## src/hw/rtl/ptc_pkg.sv

```systemverilog
// Package for the perceptron train/classify block.
// Holds field widths, register indexes, controller states and the
// command and status structs shared by controller, datapath and top level.
package ptc_pkg;

	localparam int MAX_DIM_DEF = 64;

	localparam int LEN_W      = 7;
	localparam int THR_W      = 16;
	localparam int ELEM_W     = 16;
	localparam int WEIGHT_W   = 32;
	localparam int ACC_W      = 48;
	localparam int CFG_IDX_W  = 1;
	localparam int CFG_DATA_W = 16;

	localparam logic [CFG_IDX_W-1:0] REG_VECTOR_LENGTH      = 1'd0;
	localparam logic [CFG_IDX_W-1:0] REG_DECISION_THRESHOLD = 1'd1;

	localparam logic [LEN_W-1:0] LEN_RESET = 7'd2;
	localparam logic [THR_W-1:0] THR_RESET = 16'd0;

	typedef enum logic [2:0] {
		ST_CLEAR,
		ST_IDLE,
		ST_MUL,
		ST_ACC,
		ST_DECIDE,
		ST_WALK,
		ST_WLAST,
		ST_OUT
	} ptc_state_t;

	typedef struct packed {
		logic clear_en;
		logic accept;
		logic mul;
		logic acc;
		logic decide;
		logic walk_rd;
		logic load_out;
	} ptc_cmd_t;

	typedef struct packed {
		logic clear_done;
		logic last;
		logic upd;
		logic walk_last;
		logic out_free;
	} ptc_sts_t;

endpackage

```

## src/hw/rtl/ptc_ctrl.sv

```systemverilog
// Controller state machine of the perceptron block.
// Sequences clear, multiply-accumulate, decision and weight update walk.
// Depends on ptc_pkg.
module ptc_ctrl (
	input  logic              clk,
	input  logic              arst_n,
	input  logic              s_tvalid,
	output logic              s_tready,
	input  ptc_pkg::ptc_sts_t sts,
	output ptc_pkg::ptc_cmd_t cmd
);
	import ptc_pkg::*;

	ptc_state_t state_q;
	ptc_state_t state_d;

	always_ff @(posedge clk or negedge arst_n) begin
		if (!arst_n) begin
			state_q <= ST_CLEAR;
		end else begin
			state_q <= state_d;
		end
	end

	always_comb begin
		state_d  = state_q;
		cmd      = '0;
		s_tready = 1'b0;
		case (state_q)
			ST_CLEAR: begin
				cmd.clear_en = 1'b1;
				if (sts.clear_done) begin
					state_d = ST_IDLE;
				end
			end
			ST_IDLE: begin
				s_tready = 1'b1;
				if (s_tvalid) begin
					cmd.accept = 1'b1;
					state_d    = ST_MUL;
				end
			end
			ST_MUL: begin
				cmd.mul = 1'b1;
				state_d = ST_ACC;
			end
			ST_ACC: begin
				cmd.acc = 1'b1;
				state_d = sts.last ? ST_DECIDE : ST_IDLE;
			end
			ST_DECIDE: begin
				cmd.decide = 1'b1;
				state_d    = sts.upd ? ST_WALK : ST_OUT;
			end
			ST_WALK: begin
				cmd.walk_rd = 1'b1;
				if (sts.walk_last) begin
					state_d = ST_WLAST;
				end
			end
			ST_WLAST: begin
				state_d = ST_OUT;
			end
			ST_OUT: begin
				if (sts.out_free) begin
					cmd.load_out = 1'b1;
					state_d      = ST_IDLE;
				end
			end
			default: begin
				state_d = ST_IDLE;
			end
		endcase
	end

	// An accepted item always moves on to the multiply step.
	a_accept_to_mul: assert property (@(posedge clk) disable iff (!arst_n)
		cmd.accept |=> (state_q == ST_MUL))
		else $error("accepted item did not enter the multiply step");

	// A result is never loaded over one that is still waiting.
	a_load_free: assert property (@(posedge clk) disable iff (!arst_n)
		cmd.load_out |-> sts.out_free)
		else $error("result loaded while output register busy");

	// Items are only taken while the controller is idle.
	a_ready_idle: assert property (@(posedge clk) disable iff (!arst_n)
		s_tready |-> (state_q == ST_IDLE))
		else $error("input ready outside the idle state");

endmodule

```

## src/hw/rtl/ptc_dp.sv

```systemverilog
// Datapath of the perceptron block: configuration registers, weight and
// vector memories, multiplier, saturating accumulator, update walk and
// output register. Depends on ptc_pkg.
module ptc_dp #(
	parameter int MAX_DIM = ptc_pkg::MAX_DIM_DEF
) (
	input  logic                                clk,
	input  logic                                arst_n,
	input  ptc_pkg::ptc_cmd_t                   cmd,
	output ptc_pkg::ptc_sts_t                   sts,
	input  logic                                cfg_we,
	input  logic [ptc_pkg::CFG_IDX_W-1:0]       cfg_idx,
	input  logic [ptc_pkg::CFG_DATA_W-1:0]      cfg_wdata,
	input  logic signed [ptc_pkg::ELEM_W-1:0]   in_elem,
	input  logic                                in_mode,
	input  logic                                in_label,
	output logic                                out_valid,
	input  logic                                out_ready,
	output logic                                out_pred,
	output logic                                out_upd,
	output logic                                out_train
);
	import ptc_pkg::*;

	localparam int IDX_W = $clog2(MAX_DIM);
	localparam int CNT_W = IDX_W + 1;
	localparam int CMP_W = (CNT_W > LEN_W) ? CNT_W : LEN_W;
	localparam logic [CMP_W-1:0] MAX_EXT = CMP_W'(MAX_DIM);
	localparam logic [IDX_W-1:0] LAST_ADDR = IDX_W'(MAX_DIM - 1);
	localparam logic signed [ACC_W-1:0] ACC_MAX = {1'b0, {(ACC_W-1){1'b1}}};
	localparam logic signed [ACC_W-1:0] ACC_MIN = {1'b1, {(ACC_W-1){1'b0}}};
	localparam logic signed [WEIGHT_W-1:0] W_MAX = {1'b0, {(WEIGHT_W-1){1'b1}}};
	localparam logic signed [WEIGHT_W-1:0] W_MIN = {1'b1, {(WEIGHT_W-1){1'b0}}};

	logic [LEN_W-1:0] len_q;
	logic [THR_W-1:0] thr_q;
	logic [IDX_W-1:0] count_q;
	logic [CNT_W-1:0] taken_q;
	logic             last_q;
	logic signed [ACC_W-1:0] acc_q;
	logic signed [ACC_W-1:0] prod_q;
	logic signed [ELEM_W-1:0] x_q;
	logic             mode_q;
	logic             label_q;
	logic             pred_q;
	logic             upd_q;
	logic [IDX_W-1:0] clr_addr_q;
	logic [IDX_W-1:0] walk_q;
	logic             wr_pend_q;
	logic [IDX_W-1:0] wr_addr_s1;
	logic signed [WEIGHT_W-1:0] w_rd_q;
	logic signed [ELEM_W-1:0]   v_rd_q;
	logic             out_valid_q;
	logic             out_pred_q;
	logic             out_upd_q;
	logic             out_train_q;

	logic signed [WEIGHT_W-1:0] wmem [MAX_DIM];
	logic signed [ELEM_W-1:0]   vmem [MAX_DIM];

	logic [CMP_W-1:0] len_ext;
	logic [CMP_W-1:0] len_clamp;
	logic [CNT_W-1:0] eff_len;
	logic [CNT_W-1:0] taken_next;
	logic [IDX_W-1:0] rd_addr;
	logic signed [ACC_W:0]      acc_sum;
	logic signed [ACC_W-1:0]    acc_sat;
	logic signed [WEIGHT_W:0]   delta;
	logic signed [WEIGHT_W:0]   w_sum;
	logic signed [WEIGHT_W-1:0] w_new;
	logic             pred;
	logic             upd;

	always_comb begin
		len_ext = CMP_W'(len_q);
		if (len_ext == '0) begin
			len_clamp = CMP_W'(1);
		end else if (len_ext > MAX_EXT) begin
			len_clamp = MAX_EXT;
		end else begin
			len_clamp = len_ext;
		end
		eff_len    = CNT_W'(len_clamp);
		taken_next = {1'b0, count_q} + CNT_W'(1);
		rd_addr    = cmd.walk_rd ? walk_q : count_q;

		acc_sum = {acc_q[ACC_W-1], acc_q} + {prod_q[ACC_W-1], prod_q};
		if (acc_sum[ACC_W] != acc_sum[ACC_W-1]) begin
			acc_sat = acc_sum[ACC_W] ? ACC_MIN : ACC_MAX;
		end else begin
			acc_sat = acc_sum[ACC_W-1:0];
		end

		delta = (WEIGHT_W+1)'(v_rd_q);
		if (!label_q) begin
			delta = -delta;
		end
		w_sum = {w_rd_q[WEIGHT_W-1], w_rd_q} + delta;
		if (w_sum[WEIGHT_W] != w_sum[WEIGHT_W-1]) begin
			w_new = w_sum[WEIGHT_W] ? W_MIN : W_MAX;
		end else begin
			w_new = w_sum[WEIGHT_W-1:0];
		end

		pred = acc_q > $signed({{(ACC_W-THR_W){1'b0}}, thr_q});
		upd  = !mode_q && (pred != label_q);
	end

	always_ff @(posedge clk or negedge arst_n) begin
		if (!arst_n) begin
			len_q       <= LEN_RESET;
			thr_q       <= THR_RESET;
			count_q     <= '0;
			taken_q     <= '0;
			last_q      <= 1'b0;
			acc_q       <= '0;
			pred_q      <= 1'b0;
			upd_q       <= 1'b0;
			clr_addr_q  <= '0;
			walk_q      <= '0;
			wr_pend_q   <= 1'b0;
			out_valid_q <= 1'b0;
		end else begin
			if (cfg_we) begin
				case (cfg_idx)
					REG_VECTOR_LENGTH:      len_q <= cfg_wdata[LEN_W-1:0];
					REG_DECISION_THRESHOLD: thr_q <= cfg_wdata[THR_W-1:0];
					default: begin
					end
				endcase
			end
			if (cmd.clear_en) begin
				clr_addr_q <= clr_addr_q + IDX_W'(1);
			end
			if (cmd.accept) begin
				taken_q <= taken_next;
				if (taken_next >= eff_len) begin
					last_q  <= 1'b1;
					count_q <= '0;
				end else begin
					last_q  <= 1'b0;
					count_q <= count_q + IDX_W'(1);
				end
			end
			if (cmd.acc) begin
				acc_q <= acc_sat;
			end
			if (cmd.decide) begin
				pred_q <= pred;
				upd_q  <= upd;
				acc_q  <= '0;
				walk_q <= '0;
			end
			if (cmd.walk_rd) begin
				walk_q <= walk_q + IDX_W'(1);
			end
			wr_pend_q <= cmd.walk_rd;
			if (cmd.load_out) begin
				out_valid_q <= 1'b1;
			end else if (out_ready) begin
				out_valid_q <= 1'b0;
			end
		end
	end

	always_ff @(posedge clk) begin
		if (cmd.accept) begin
			x_q     <= in_elem;
			mode_q  <= in_mode;
			label_q <= in_label;
		end
		if (cmd.mul) begin
			prod_q <= w_rd_q * x_q;
		end
		wr_addr_s1 <= walk_q;
		if (cmd.load_out) begin
			out_pred_q  <= pred_q;
			out_upd_q   <= upd_q;
			out_train_q <= !mode_q;
		end
	end

	always_ff @(posedge clk) begin
		if (cmd.clear_en) begin
			wmem[clr_addr_q] <= '0;
		end else if (wr_pend_q) begin
			wmem[wr_addr_s1] <= w_new;
		end
		if (cmd.accept || cmd.walk_rd) begin
			w_rd_q <= wmem[rd_addr];
		end
	end

	always_ff @(posedge clk) begin
		if (cmd.accept) begin
			vmem[count_q] <= in_elem;
		end
		if (cmd.walk_rd) begin
			v_rd_q <= vmem[walk_q];
		end
	end

	assign sts.clear_done = (clr_addr_q == LAST_ADDR);
	assign sts.last       = last_q;
	assign sts.upd        = upd;
	assign sts.walk_last  = ({1'b0, walk_q} == (taken_q - CNT_W'(1)));
	assign sts.out_free   = !out_valid_q || out_ready;

	assign out_valid = out_valid_q;
	assign out_pred  = out_pred_q;
	assign out_upd   = out_upd_q;
	assign out_train = out_train_q;

	// The update walk only runs after a training mispredict.
	a_walk_on_upd: assert property (@(posedge clk) disable iff (!arst_n)
		cmd.walk_rd |-> upd_q)
		else $error("weight walk without a mispredict");

	// No new element is taken while a weight write is still pending.
	a_no_accept_on_write: assert property (@(posedge clk) disable iff (!arst_n)
		wr_pend_q |-> !cmd.accept)
		else $error("item accepted during weight write");

	// Only a training vector can report a weight update.
	a_upd_training: assert property (@(posedge clk) disable iff (!arst_n)
		(out_valid_q && out_upd_q) |-> out_train_q)
		else $error("weight update reported for a classify vector");

endmodule

```

## src/hw/rtl/perceptron_train_classify.sv

```systemverilog
// Top level of the perceptron train/classify block.
// Joins the controller ptc_ctrl and the datapath ptc_dp. Depends on ptc_pkg.
//
// One item carries one signed Q8.8 vector element; after the element that
// completes a vector, one result item reports the predicted class. Each
// element passes through a weight memory read, a 32x16 multiply and a
// saturating 48-bit accumulate. A completed vector then adds a decision
// and a result load, and a training mispredict adds an update walk over
// the buffered elements, one weight memory read and write per cycle.
// The result load waits for as long as an earlier result is still held by
// a stalled output, and no item is taken meanwhile.
// While the weight memory is cleared after reset no item is accepted;
// configuration writes are taken at any time.
module perceptron_train_classify #(
	parameter int MAX_DIM = ptc_pkg::MAX_DIM_DEF
) (
	input  logic                               clk,
	input  logic                               arst_n,
	input  logic                               cfg_we,
	input  logic [ptc_pkg::CFG_IDX_W-1:0]      cfg_idx,
	input  logic [ptc_pkg::CFG_DATA_W-1:0]     cfg_wdata,
	input  logic                               s_axis_tvalid,
	output logic                               s_axis_tready,
	input  logic [15:0]                        s_axis_tdata,  // element_value
	input  logic [1:0]                         s_axis_tuser,  // mode, label_positive
	output logic                               m_axis_tvalid,
	input  logic                               m_axis_tready,
	output logic [7:0]                         m_axis_tdata,  // predicted_positive, weights_updated, zeros
	output logic                               m_axis_tuser   // from_training
);
	import ptc_pkg::*;

	ptc_cmd_t cmd;
	ptc_sts_t sts;
	logic     out_pred;
	logic     out_upd;

	ptc_ctrl u_ctrl (
		.clk      (clk),
		.arst_n   (arst_n),
		.s_tvalid (s_axis_tvalid),
		.s_tready (s_axis_tready),
		.sts      (sts),
		.cmd      (cmd)
	);

	ptc_dp #(
		.MAX_DIM (MAX_DIM)
	) u_dp (
		.clk       (clk),
		.arst_n    (arst_n),
		.cmd       (cmd),
		.sts       (sts),
		.cfg_we    (cfg_we),
		.cfg_idx   (cfg_idx),
		.cfg_wdata (cfg_wdata),
		.in_elem   ($signed(s_axis_tdata)),
		.in_mode   (s_axis_tuser[0]),
		.in_label  (s_axis_tuser[1]),
		.out_valid (m_axis_tvalid),
		.out_ready (m_axis_tready),
		.out_pred  (out_pred),
		.out_upd   (out_upd),
		.out_train (m_axis_tuser)
	);

	assign m_axis_tdata = {6'd0, out_upd, out_pred};

endmodule

```

## config.mk

```make
export PLATFORM = sky130hd
export DESIGN_NAME = perceptron_train_classify
export DESIGN_NICKNAME = d
export VERILOG_FILES = /design/src/hw/rtl/ptc_pkg.sv /design/src/hw/rtl/ptc_ctrl.sv /design/src/hw/rtl/ptc_dp.sv /design/src/hw/rtl/perceptron_train_classify.sv
export SDC_FILE = /design/constraint.sdc
export NUM_CORES = 2
export LEC_CHECK = 0
export ABC_AREA = 1
export CORE_ASPECT_RATIO = 1.75
export CORE_MARGIN = 5
export CORE_UTILIZATION = 60
export CTS_CLUSTER_DIAMETER = 40
export CTS_CLUSTER_SIZE = 24
export DETAILED_ROUTE_END_ITERATION = 8
export DONT_BUFFER_PORTS = 1
export PLACE_DENSITY = 0.85
export SLEW_MARGIN = 20
export SYNTH_ARGS = -nofsm -noshare
export SYNTH_HDL_FRONTEND = slang
export SYNTH_HIERARCHICAL = 1
export SYNTH_SLANG_ARGS = --single-unit
```

## constraint.sdc

```tcl
create_clock -name clk -period 6.9 [get_ports clk]
set_input_delay 1.035 -clock clk [delete_from_list [all_inputs] [get_ports clk]]
set_output_delay 1.035 -clock clk [all_outputs]
set_load 0.02 [all_outputs]
```

==> metrics.txt <==
Ys Warns=6; TritonCTS clock tree=built; reg2reg end=u_dp/prod_q[40]; IO Port Bufs=0; maximum operating frequency=0.147 GHz; DPL Wire Length=282 mm; overall power=38.2 mW; Adder-Cell Fraction of Synth Area=a little over 8%; Area Growth Syn to Fin=8.32%; Clock Tree Buf Depth=4; H-tree levels=4; vias in the first global route=approximately 110k; multiplexer share of the synthesized area=0%; initial antenna violation count=22; r2r setup slk=~0.11 ns; clk_lat worst skew=between 0.9 and 1 ns; #FFs+latches synth=roughly 3300; CP Capture Type=flop; Routed WL per cell=~27 µm; Hold Crit Class=in -> async; via count=111130; placed cell areas=about 160000 µm²; CTS Sinks=3299; layout cells sized above 1=6.72%; fin nets=between 10000 and 15000; EDFF count, synth=3189; commonest non-fill, non-tap cell in the layout=edfxtp_1; max-cap check violation count=0; area of the multi-input gates=49600 µm²; asr flop ratio synth=about 3.2%; CTS clk-pin slew, worst paths=0.09 ns; post-route ant nets=0; Pleak=57.6 nW; slew margin rel.=14.8%; Final Hold Viols=0; R2R depth=20; Root Driver=clkbuf_16; Worst Clk Skew=0.0914 ns; Worst EP required=7.51 ns; status=finished clean; first-pass GRT wire length=669 mm; I/O pins=51; CP Launch Type=flop; critical path peak fanout=14; global routing usage on met3=6.53%; Final Cell Area=169000 µm²; crit share post-route=98.4%; total track usage=32.8%; unrepaired setup endpoints after global routing=no; Critical R2R Launch=u_dp/w_rd_q[26]; Core Area=between 200000 and 300000 µm²; gpl congestion=0.991; PD cells=226 nW/µm²; main combinational cell family by area after synthesis=compound AO/OA/AOI/OAI gates; GRT met2 Usage=54.7%; worst path arrival time=7.40 ns; Initial Utilization=60.3%; Slew Limit Fails=0; Avg Cell Area, Syn=11.3 µm²; drt pass-1 iters=7; Setup violations, final=0; Post-Syn Area=156000 µm²; drt total wl=455 mm; Mapped Cells=13768; Seq/Total Area, Yosys=63.1%; die area=about 270000 µm²; starting DRC count in detailed routing=16177; standard-cell rows=around 250; post-synthesis simple-gate area fraction=around 11%; area occupied by registers=slightly below 100000 µm²; crit path kind=reg -> reg; CTS Buf Count=242; Final Hold Slack=0.100 ns; Filler Cell Count=between 15000 and 20000; post-layout min period=6.79 ns; largest net degree at the start of global routing=192; Die Width=395 µm; Vert. Die Dim=684 µm; Synth Area in XOR/XNOR=0.758%; total gr overflow=0; compound-cell area share of the yosys netlist=11.7%; most frequent cells in the layout=3189 x edfxtp_1, 2092 x nor2_1, 1620 x o21ai_0, 1493 x nand2_1, 1288 x inv_1; TNS Setup=0 ns; post-route DRC violation count=0; vias per cell=approximately 6.5; ys flop type=edfxtp_1; Yosys cell types=55; Worst-Margin Slew=1.26 ns; met1 usage in global routing=37.6%; busiest layer in global routing=met2; Peak VDD IR=0.326 mV
## logic make-up (layout without fill, tap and decap cells)
logic type / count (synthesis) / after routing
xor gates and xnor gates: 135 / 135
DFF: 3299 / 3299
AOI/OAI and AO/OA: 3192 / 3192
buffers and inverters: 2165 / 2091
and+or+nand+nor: 4264 / 4264
adders and majority gates: 712 / 712
other: 1 / 12
## Yosys cell counts, drive strengths merged (30+ instances only)
library cell	instances	area share [%]
a21oi	266	0.86
buf	256	0.90
clkbuf	572	1.4
dfrtp	103	1.7
edfxtp	3189	61
fa	488	6.3
ha	224	1.8
inv	1334	3.2
nand2	1501	3.6
nand3	427	1.4
nand4	42	0.17
nor2	2192	5.3
nor3	58	0.19
o211ai	579	2.8
o21ai	1826	5.9
o21bai	30	0.14
o22ai	434	1.7
xnor2	60	0.34
xor2	75	0.42
## where the power goes
part,internal (mW),switching (mW)
Clock,7.43,7.78
Combinational,0.287,0.917
Sequential,21.7,0.0158
## worst max path at each step
stage                         start              end  slack, ns  cells past startpoint
finish              u_dp/w_rd_q[26]  u_dp/prod_q[40]       0.11                     20
global route           u_dp/x_q[15]  u_dp/prod_q[47]      0.009                     23
CTS                  u_dp/w_rd_q[8]  u_dp/prod_q[21]       0.04                     22
detailed placement      u_dp/x_q[2]  u_dp/prod_q[17]      -0.15                     21
global placement        u_dp/x_q[2]  u_dp/prod_q[17]      -0.17                     21
floorplan           u_dp/w_rd_q[31]  u_dp/prod_q[44]       0.96                     23
## flip-flops by register name, summed over array words and instances (netlist names), 7 cells and up
signal        flops
u_dp/acc_q       48
u_dp/len_ext      7
u_dp/prod_q      48
u_dp/taken_q      7
u_dp/thr_q       16
u_dp/v_rd_q      16
u_dp/vmem      1024
u_dp/w_rd_q      32
u_dp/wmem      2048
u_dp/x_q         16
## critical path, cell delays in order (launching register included)
cell,delay (ns)
edfxtp_1,0.84
nand2_1,0.17
fa_1,0.57
inv_1,0.05
fa_1,0.47
inv_1,0.06
fa_1,0.51
inv_1,0.06
fa_1,0.46
fa_1,0.51
inv_1,0.05
fa_1,0.47
inv_1,0.04
ha_1,0.33
inv_1,0.12
o21bai_1,0.12
a31oi_1,0.27
o21ai_0,0.30
a211oi_1,0.54
nand3_1,0.36
xor2_1,0.25
## cell type report
type / instances / area share (%)
diodes: 6 / 0.00889
clock buffers: 255 / 3.64
clock inverters: 184 / 1.46
inverters: 1336 / 3.00
multi-input cells: 8309 / 29.3
flip-flops and latches: 3299 / 58.3
well taps: 3361 / 2.49
repair buffers: 316 / 1.76
## per-layer routing
metal,vias to the layer above,share of wire (%)
met5,-,0.021
met4,14,9.3
met3,2027,12
met2,8330,48
met1,53386,31
li1,47373,-
## per-stage QoR
step | std cells | setup WS (ns) | util, %
after global placement | 16615 | -0.173 | 61.9
after floorplan | 13773 | 0.965 | -
after CTS | 17055 | 0.0390 | 65.3
after global routing | 17062 | 0.00860 | 65.3
after detailed placement | 16615 | -0.152 | 61.9
final | 17066 | 0.112 | 65.3
## repair_timing
item                                    in CTS  in global routing
endpoints found under the setup margin       1                  7
hold endpoints to repair                   104                  0
pin swaps                                    0                  0
resized for setup                            1                  5
hold buffers                                 1                  0
setup buffers                                0                  5
(Power assumes the default switching activity.)
